`src/design/lra_pkg.sv`:
```
// Shared types and constants for the line resampler.
// Used by the line store, the shared divider and the top level; no dependencies.
`timescale 1ns / 1ps

package lra_pkg;

    // Field widths fixed by the interface.
    localparam int IDX_W  = 12;
    localparam int LEN_W  = 13;
    localparam int PIX_W  = 8;
    localparam int FRAC_W = 8;

    // Derived datapath widths.
    localparam int PROD_W = IDX_W + LEN_W;         // i * src_len
    localparam int NUM_W  = PROD_W + FRAC_W;       // 256 * i * src_len
    localparam int QMAX   = LEN_W + FRAC_W;        // widest quotient
    localparam int QCNT_W = $clog2(QMAX + 1);
    localparam int WT_W   = FRAC_W + 1;            // one pixel weight, up to 256
    localparam int WSUM_W = FRAC_W + LEN_W + 1;    // sum of weights
    localparam int ACC_W  = PIX_W + WSUM_W;        // weighted pixel sum

    localparam logic [WT_W-1:0] FULL_WT = WT_W'(256);

    // Configuration register indexes.
    localparam int CFG_IDX_W = 2;
    localparam logic [CFG_IDX_W-1:0] REG_SRC_LEN = CFG_IDX_W'(0);
    localparam logic [CFG_IDX_W-1:0] REG_DST_LEN = CFG_IDX_W'(1);

    // Request function codes.
    localparam logic FUNC_LOAD    = 1'b0;
    localparam logic FUNC_COMPUTE = 1'b1;

    typedef struct packed {
        logic               start;
        logic [NUM_W-1:0]   dividend;
        logic [WSUM_W-1:0]  divisor;
        logic [QCNT_W-1:0]  qbits;
    } t_div_req;

    typedef struct packed {
        logic              done;
        logic [QMAX-1:0]   quot;
        logic [NUM_W-1:0]  rem;
    } t_div_rsp;

endpackage

```
`src/design/lra_divider.sv`:
```
// Shared radix-2 restoring divider, one quotient bit per cycle.
// Depends on lra_pkg for the request and response structs.
`timescale 1ns / 1ps

module lra_divider import lra_pkg::*; (
    input  logic     i_clk,
    input  logic     i_rst_n,
    input  t_div_req i_req,
    output t_div_rsp o_rsp
);

    logic              r_busy;
    logic              r_done;
    logic [QCNT_W-1:0] r_cnt;
    logic [NUM_W-1:0]  r_rem;
    logic [NUM_W-1:0]  r_sd;
    logic [QMAX-1:0]   r_quot;
    logic [NUM_W:0]    w_diff;
    logic              w_fits;

    assign w_diff = {1'b0, r_rem} - {1'b0, r_sd};
    assign w_fits = ~w_diff[NUM_W];

    always_ff @(posedge i_clk) begin
        if (!i_rst_n) begin
            r_busy <= 1'b0;
            r_done <= 1'b0;
        end else begin
            r_done <= 1'b0;
            if (i_req.start) begin
                r_busy <= 1'b1;
            end else if (r_busy && r_cnt == QCNT_W'(1)) begin
                r_busy <= 1'b0;
                r_done <= 1'b1;
            end
        end
    end

    // The divisor starts aligned under the top quotient bit; the caller
    // guarantees the quotient fits in qbits bits.
    always_ff @(posedge i_clk) begin
        if (i_req.start) begin
            r_rem  <= i_req.dividend;
            r_sd   <= NUM_W'(i_req.divisor) << (i_req.qbits - QCNT_W'(1));
            r_quot <= '0;
            r_cnt  <= i_req.qbits;
        end else if (r_busy) begin
            if (w_fits) begin
                r_rem <= w_diff[NUM_W-1:0];
            end
            r_quot <= {r_quot[QMAX-2:0], w_fits};
            r_sd   <= r_sd >> 1;
            r_cnt  <= r_cnt - QCNT_W'(1);
        end
    end

    assign o_rsp.done = r_done;
    assign o_rsp.quot = r_quot;
    assign o_rsp.rem  = r_rem;

endmodule

```
`config.mk`:
```
export PLATFORM = sky130hd
export DESIGN_NAME = lra_divider
export DESIGN_NICKNAME = d
export VERILOG_FILES = /design/src/design/lra_pkg.sv /design/src/design/lra_divider.sv
export SDC_FILE = /design/constraint.sdc
export NUM_CORES = 1
export LEC_CHECK = 0
export BUFFER_PORTS_ARGS = -buffer_cell sky130_fd_sc_hd__buf_2
export CAP_MARGIN = 10
export CORE_MARGIN = 2
export CORE_UTILIZATION = 41
export DETAILED_ROUTE_END_ITERATION = 10
export GPL_ROUTABILITY_DRIVEN = 0
export PLACE_DENSITY_LB_ADDON = 0.3
export SYNTH_ARGS = -nofsm -noshare
export SYNTH_HDL_FRONTEND = slang
export SYNTH_SLANG_ARGS = --single-unit
```
`constraint.sdc`:
```
create_clock -name i_clk -period 3.6 [get_ports i_clk]
set_input_delay 0.18 -clock i_clk [delete_from_list [all_inputs] [get_ports i_clk]]
set_output_delay 0.18 -clock i_clk [all_outputs]
set_load 0.03 [all_outputs]
```
==> impl_metrics.tcl, run 1 <==
set metrics [dict create \
    seq_area_frac_synth 0.358 \
    rows 48 \
    hold_start "i_rst_n" \
    total_power_mw 5.45 \
    die_h_um 137 \
    synth-compound-area-share 0.220 \
    fin_nets 977 \
    drv_slew 0 \
    fin_ws_ns 0.728 \
    vias_per_cell 5.67 \
    ys_ff_latch 94 \
    async_reset_ff_frac 0 \
    synth_cell_types 86 \
    cts_hold_buf 0 \
    cts.sinks 94 \
    min_path_type "in -> reg" \
    grt.total_usage 0.205 \
    worstMarginPinSlew_ns 0.891 \
    ctsRootBufferMaster "clkbuf_16" \
    antenna_found_initial 0 \
    post-place-cells 1091 \
    required_ns 3.64 \
    netlist_area_mm2 0.00724 \
    hpwlAfterDp_mm 14.4 \
    crit_chain "ha_1 > inv_1 > nor3_1 > a221oi_2 > o21a_1 > o31ai_1 > a21o_1 > buf_4" \
    synth_flop_cell "edfxtp_1" \
    hold_depth 2 \
    finalClockSkew_ns 0.0117 \
    grt_max_degree 80 \
    slew_headroom 0.406 \
    yosysWarnings 0 \
    syn_area_per_cell_um2 9.26 \
    seqPwrFrac 0.288 \
    post-cts-setup-buffers 0 \
    cp_slowest_stage_delay_ns 0.53 \
    wl_met2_mm 8.48 \
    worst_hold_slack_ns 0.0361 \
    worst_r2r_path_depth 8 \
    cpMaxStageDelayCell "ha_1" \
    r2r_end "r_rem[10]" \
    endpoint_kind "register" \
    drive_gt1_frac 0.232 \
    fmax_mhz 348 \
    finalCriticalPeriod_ns 2.87 \
    setup_violations 0 \
    port_buffers 117 \
    dp_slack_ns 0.798 \
    overflow 0 \
    p_int_mw 3.01 \
    numCtsBuffers 9 \
    rrSetupSlack_ns 0.73 \
    criticalPathCategory "reg -> reg" \
    initial_core_util 0.419 \
    fin_crit_sh 0.798 \
    combPwrFrac 0.530 \
    core_mm2 0.0173 \
    synth-edff-count 71 \
    finalHoldViolCount 0 \
    drc_errors 0 \
    syn_to_final_growth_pct 14.3 \
    cts_tree "built" \
    drv_cap 0 \
    grt_pass1_wl_mm 29.6 \
    sw_frac_of_total 0.448 \
    synth_cells 782 \
    topRoutingLayerUsed "met4" \
    vias 6275 \
    synth.area.mux_share 0.114 \
    clkTransAtPathRegs_ns 0.08 \
    cts_resized 0 \
    first_pass_iters 5 \
    syn_nets 882 \
    cp_max_fo 19 \
    synth-xor-area-share 0.0373 \
    switching_power_mw 2.44 \
    synth_top_family_by_area "compound AO/OA/AOI/OAI gates" \
    h-tree-depth 3 \
    drt_iter0_drc 589 \
    rr_startpoint "r_rem[27]" \
    diodes 0 \
    peakVddDrop_mv 0.301 \
    outcome "finished clean" \
    cp-start-kind "register" \
    grt_pass1_vias 5739 \
    grt_setup_unrepaired "no" \
    wl_mm 19.1 \
    avgRoutedWirePerCell_um 17.2 \
    die_w_um 137 \
    p_leak_nw 3.56 \
    cp.arrival_ns 2.91 \
    clockBufferDepth 2 \
    ioPinCount 118 \
    synthAdderAreaFrac 0.0650 \
    holdPathEnd "r_busy" \
    wl_met1_mm 9.22 \
    wl_met3_um 953 \
    die-area_mm2 0.0187 \
    insertion_delay_ns 0.37 \
    power_density_mw_per_mm2 658 \
    stdcell_count 1107 \
    crit_start "r_rem[27]" \
    antenna_left 0 \
    setup_tns_ns 0 \
    synth_simple_gate_area_frac 0.148 \
    power_frac_clock 0.181 \
]
-- critical path: cells and delay by family (launching register included) --
| family | cells | cell delay (ns) |
|---|---|---|
| buffers and inverters | 2 | 0.46 |
| AO/OA/AOI/OAI | 4 | 0.61 |
| AND/OR/NAND/NOR | 1 | 0.48 |
| flip-flops | 1 | 0.44 |
| adder cells (fa/ha/maj) | 1 | 0.53 |
-- flip-flops by register name, indices dropped and copies added, names as in the netlist --
name	count
r_done	1
r_sd	33
r_busy	1
r_rem	33
r_cnt	5
r_quot	21
-- cells by family after synthesis --
logic type | after synthesis
AND/OR/NAND/NOR | 235
AO/OA/AOI/OAI | 230
buffers and inverters | 94
flip-flops | 94
multiplexers | 62
adder cells (fa/ha/maj) | 37
XOR/XNOR | 30
-- cell usage after synthesis (all sizes together), types with 10 or more instances --
cell    count  area (um2)
o21ai      62         318
nor2       68         260
nand3      10        50.1
nand2      99         372
a21o       22         165
mux2i      38         384
nor3       15        91.3
dfxtp      23         460
inv        48         180
edfxtp     71        2130
o22ai      11        68.8
ha         36         450
buf        29         174
xor2       20         175
mux4       15         338
clkbuf     17        65.1
xnor2      10        95.1
a21oi      56         299
-- power by group through the flow --
stage / Sequential, mW / Clock (mW) / Combinational [mW]
finish: 1.57 / 0.988 / 2.89
global placement: 1.59 / 0 / 2.83
floorplan: 1.83 / 0 / 1.94
detailed placement: 1.60 / 0 / 2.83
CTS: 1.57 / 1.00 / 2.86
global route: 1.59 / 1.04 / 3.17
-- through the flow --
step	cell area, um2	util
finish	8270	0.478
global route	8270	0.478
CTS	8270	0.478
detailed placement	7980	0.461
global placement	7980	0.461
floorplan	7240	-
-- worst max-delay path by stage --
stage | endpoint | slack [ns] | depth (start not counted)
floorplan | r_rem[0] | 0.50 | 9
global route | r_rem[30] | 0.58 | 10
global placement | r_rem[30] | 0.83 | 10
CTS | r_rem[30] | 0.77 | 10
detailed placement | r_rem[30] | 0.80 | 10
finish | r_rem[10] | 0.73 | 8
-- cell type report --
type | instances | area (um2)
clock buffers | 9 | 225
well taps | 225 | 282
fillers | 1694 | 9020
repair buffers | 130 | 686
inverters | 48 | 180
flip-flops and latches | 94 | 2590
clock inverters | 7 | 73.8
multi-input cells | 594 | 4240
-- per-layer routing --
| layer | up-vias | global-route usage |
|---|---|---|
| met1 | 2954 | 0.298 |
| met2 | 205 | 0.312 |
| met5 | - | 0 |
| met4 | 0 | 0.0790 |
| met3 | 28 | 0.0237 |
| li1 | 3088 | - |
-- cell usage in the layout, fill, tap and decap left out, types with 4 or more instances in the layout --
cell type	n
edfxtp_1	71
a21o_1	22
nor3_1	13
o211ai_1	7
a211oi_1	5
and3_1	8
dfxtp_1	23
nor2_1	66
mux2i_1	37
nand4_1	5
xnor2_1	8
o31ai_1	4
ha_1	36
a311oi_1	5
buf_2	116
a21oi_1	51
xor2_1	20
nand3_1	10
nand2b_1	6
o21a_1	6
a22o_1	5
inv_1	46
mux4_2	15
clkbuf_16	9
a21oi_2	5
o21ai_1	14
nor4_1	4
o21ai_0	46
nand2_1	99
mux2_2	9
o22ai_1	11
buf_4	14
a221oi_1	6
a31oi_1	4
No activity file was read; power rests on OpenSTA's default activity.
==> inputs of run 2 (changes only) <==
--- a/config.mk
+++ b/config.mk
@@ -5,6 +5,7 @@
 export SDC_FILE = /design/constraint.sdc
 export NUM_CORES = 1
 export LEC_CHECK = 0
+export ABC_AREA = 1
 export BUFFER_PORTS_ARGS = -buffer_cell sky130_fd_sc_hd__buf_2
 export CAP_MARGIN = 10
 export CORE_MARGIN = 2
==> constraint.sdc (replaced) <==
create_clock -name i_clk -period 2.34 [get_ports i_clk]
set_input_delay 0.117 -clock i_clk [delete_from_list [all_inputs] [get_ports i_clk]]
set_output_delay 0.117 -clock i_clk [all_outputs]
set_load 0.03 [all_outputs]
==> impl_metrics.tcl, run 2 <==
set metrics [dict create \
    antenna_found_initial 0 \
    setup_violations 0 \
    peakVddDrop_mv 0.397 \
    h-tree-depth 3 \
    finalHoldViolCount 0 \
    antenna_left 0 \
    core_mm2 0.0186 \
    seqPwrFrac 0.279 \
    ys_top_cells_by_area "edfxtp_1 27%, nand2_1 22%, inv_1 10%" \
    ys_ff_latch 94 \
    first_pass_iters 5 \
    clockBufferDepth 2 \
    p_int_mw 4.57 \
    final_area_mm2 0.00935 \
    drv_cap 0 \
    synth_cell_types 40 \
    multi_input_area_mm2 0.00443 \
    synth_cells 1209 \
    total_power_mw 8.43 \
    worst_hold_slack_ns 0.0238 \
    yosysWarnings 0 \
    insertion_delay_ns 0.36 \
    cts_tree "built" \
    die_h_um 142 \
    fillers 1945 \
    cpMaxStageDelayCell "fa_1" \
    endpoint_kind "register" \
    synth_top_area_cell "edfxtp_1" \
    met2_usage 0.346 \
    ioPinCount 118 \
    fin_nets 1433 \
    required_ns 2.46 \
    grt.met1_usage 0.315 \
    cp_slowest_stage_delay_ns 0.38 \
    power_density_mw_per_mm2 901 \
    port_buffers 117 \
    worstMarginPinSlew_ns 0.592 \
    busiest_layer "met2" \
    synth-xor-area-share 0.0280 \
    synth_top_family_by_area "simple AND/OR/NAND/NOR gates" \
    slew_headroom 0.605 \
    synth-edff-count 71 \
    crit_chain "inv_1 > ha_1 > fa_1 > inv_2 > nand2_1 > nand2_1 > nand3_1 > nand2_2 > nand2_1 > nand2_2 > nand2_1 > nand2_1 > nand2_1 > nand3_1 > nand2_1" \
    drt_iter0_drc 566 \
    power_frac_clock 0.183 \
    criticalPathCategory "reg -> reg" \
    avgRoutedWirePerCell_um 14.3 \
    grt_pass1_wl_mm 35.0 \
    placed_cell_area_mm2 0.00873 \
    grt_max_degree 61 \
    vias 7856 \
    syn_nets 1309 \
    clkTransAtPathRegs_ns 0.08 \
    outcome "finished clean" \
    regArea_mm2 0.00259 \
    drive_gt1_frac 0.170 \
    synthAdderAreaFrac 0.0605 \
    drv_slew 0 \
    seq_area_frac_synth 0.333 \
    overflow 0 \
    syn_to_final_growth_pct 20.3 \
    critPathBufInv 2 \
    synth-compound-area-share 0.0890 \
    synth_flop_cell "edfxtp_1" \
    drc_errors 0 \
    reg_top3 "r_rem (33), r_sd (33), r_quot (21)" \
    mostFrequentLayoutCells "453 x nand2_1, 204 x inv_1, 117 x buf_2, 114 x nand3_1, 71 x edfxtp_1" \
    combPwrFrac 0.538 \
    ctsRootBufferMaster "clkbuf_16" \
    synth_top_area_share 0.274 \
    use_met3 0.0263 \
    fin_ws_ns 0.0871 \
    vias_per_cell 5.00 \
    finalCriticalPeriod_ns 2.25 \
    synthTopCellsByCount "462 x nand2_1, 207 x inv_1, 116 x nand3_1" \
    diodes 0 \
    wl_mm 22.5 \
    syn_area_per_cell_um2 6.43 \
    netlist_area_mm2 0.00778 \
    cp_max_fo 3 \
    dp_slack_ns 0.0181 \
    synth.area.mux_share 0 \
    cp.arrival_ns 2.37 \
    grt.total_usage 0.221 \
    yosysMostFrequentCell "nand2_1" \
    synth_simple_gate_area_frac 0.363 \
    fmax_mhz 444 \
    die_w_um 142 \
    cp_top_family "simple AND/OR/NAND/NOR gates" \
    fin_crit_sh 0.963 \
    p_leak_nw 4.86 \
    cts.sinks 94 \
    rows 50 \
    min_path_type "in -> reg" \
    numCtsBuffers 9 \
    finalClockSkew_ns 0.0143 \
    initial_core_util 0.417 \
    final_common_cell "nand2_1" \
    grt_pass1_vias 7017 \
    cp-start-kind "register" \
    path_common_cell "nand2_1" \
    die-area_mm2 0.0201 \
    async_reset_ff_frac 0 \
    switching_power_mw 3.86 \
    sw_frac_of_total 0.458 \
    hpwlAfterDp_mm 17.7 \
]
## run 2: stage by stage
stage | setup TNS, ns | util | std cells
2_1_floorplan | 0 | - | 1209
3_3_place_gp | 0 | 0.468 | 1549
3_5_place_dp | 0 | 0.468 | 1549
4_1_cts | 0 | 0.486 | 1566
5_1_grt | -0.0836 | 0.502 | 1572
6_report | 0 | 0.502 | 1572
## run 2: power by group through the flow
stage / Clock (mW) / Combinational, mW / Sequential, mW
after floorplan: 0 / 2.69 / 2.65
after global placement: 0 / 4.16 / 2.34
after detailed placement: 0 / 4.18 / 2.36
after CTS: 1.56 / 4.21 / 2.32
after global routing: 1.62 / 5.05 / 2.38
final: 1.54 / 4.54 / 2.35
## run 2: logic make-up after synthesis
group,count (synthesis)
AOI/OAI and AO/OA,127
buffers and inverters,251
and+or+nand+nor,682
DFF,94
adders and majority gates,37
xor gates and xnor gates,18
## run 2: path summary, 6_finish.rpt
path	from	end	slack [ns]	cells past startpoint
setup reg to reg	r_rem[0]	r_rem[32]	0.09	15
hold reg to reg	r_quot[10]	r_quot[11]	0.48	2
setup / recovery	r_rem[0]	r_rem[32]	0.09	15
hold / removal	i_req[45]	r_rem[18]	0.02	3
## run 2: area by class of cell
type	instances	area share
Clock inverter	7	0.00950
Clock buffer	9	0.0241
Multi-Input combinational cell	864	0.474
Sequential cell	94	0.277
Tap cell	234	0.0313
Inverter	215	0.0863
Timing Repair Buffer	149	0.0977
## run 2: metal layers
metal  vias up  wire (um)
met5         -          0
li1       4057          -
met2       251       9950
met4         0        649
met3        43       1310
met1      3505      10600
## run 2: tightest hold or removal path: cells and delay by family
family / cells / cell delay, ns
buffers and inverters: 1 / 0.07
AND/OR/NAND/NOR: 2 / 0.09
## run 2: timing repair
action,4_1_cts,5_1_grt
endpoints found under the hold margin,2,0
hold buffers,1,0
gates resized for setup,0,33
endpoints found under the setup margin,0,42
setup buffers,0,4
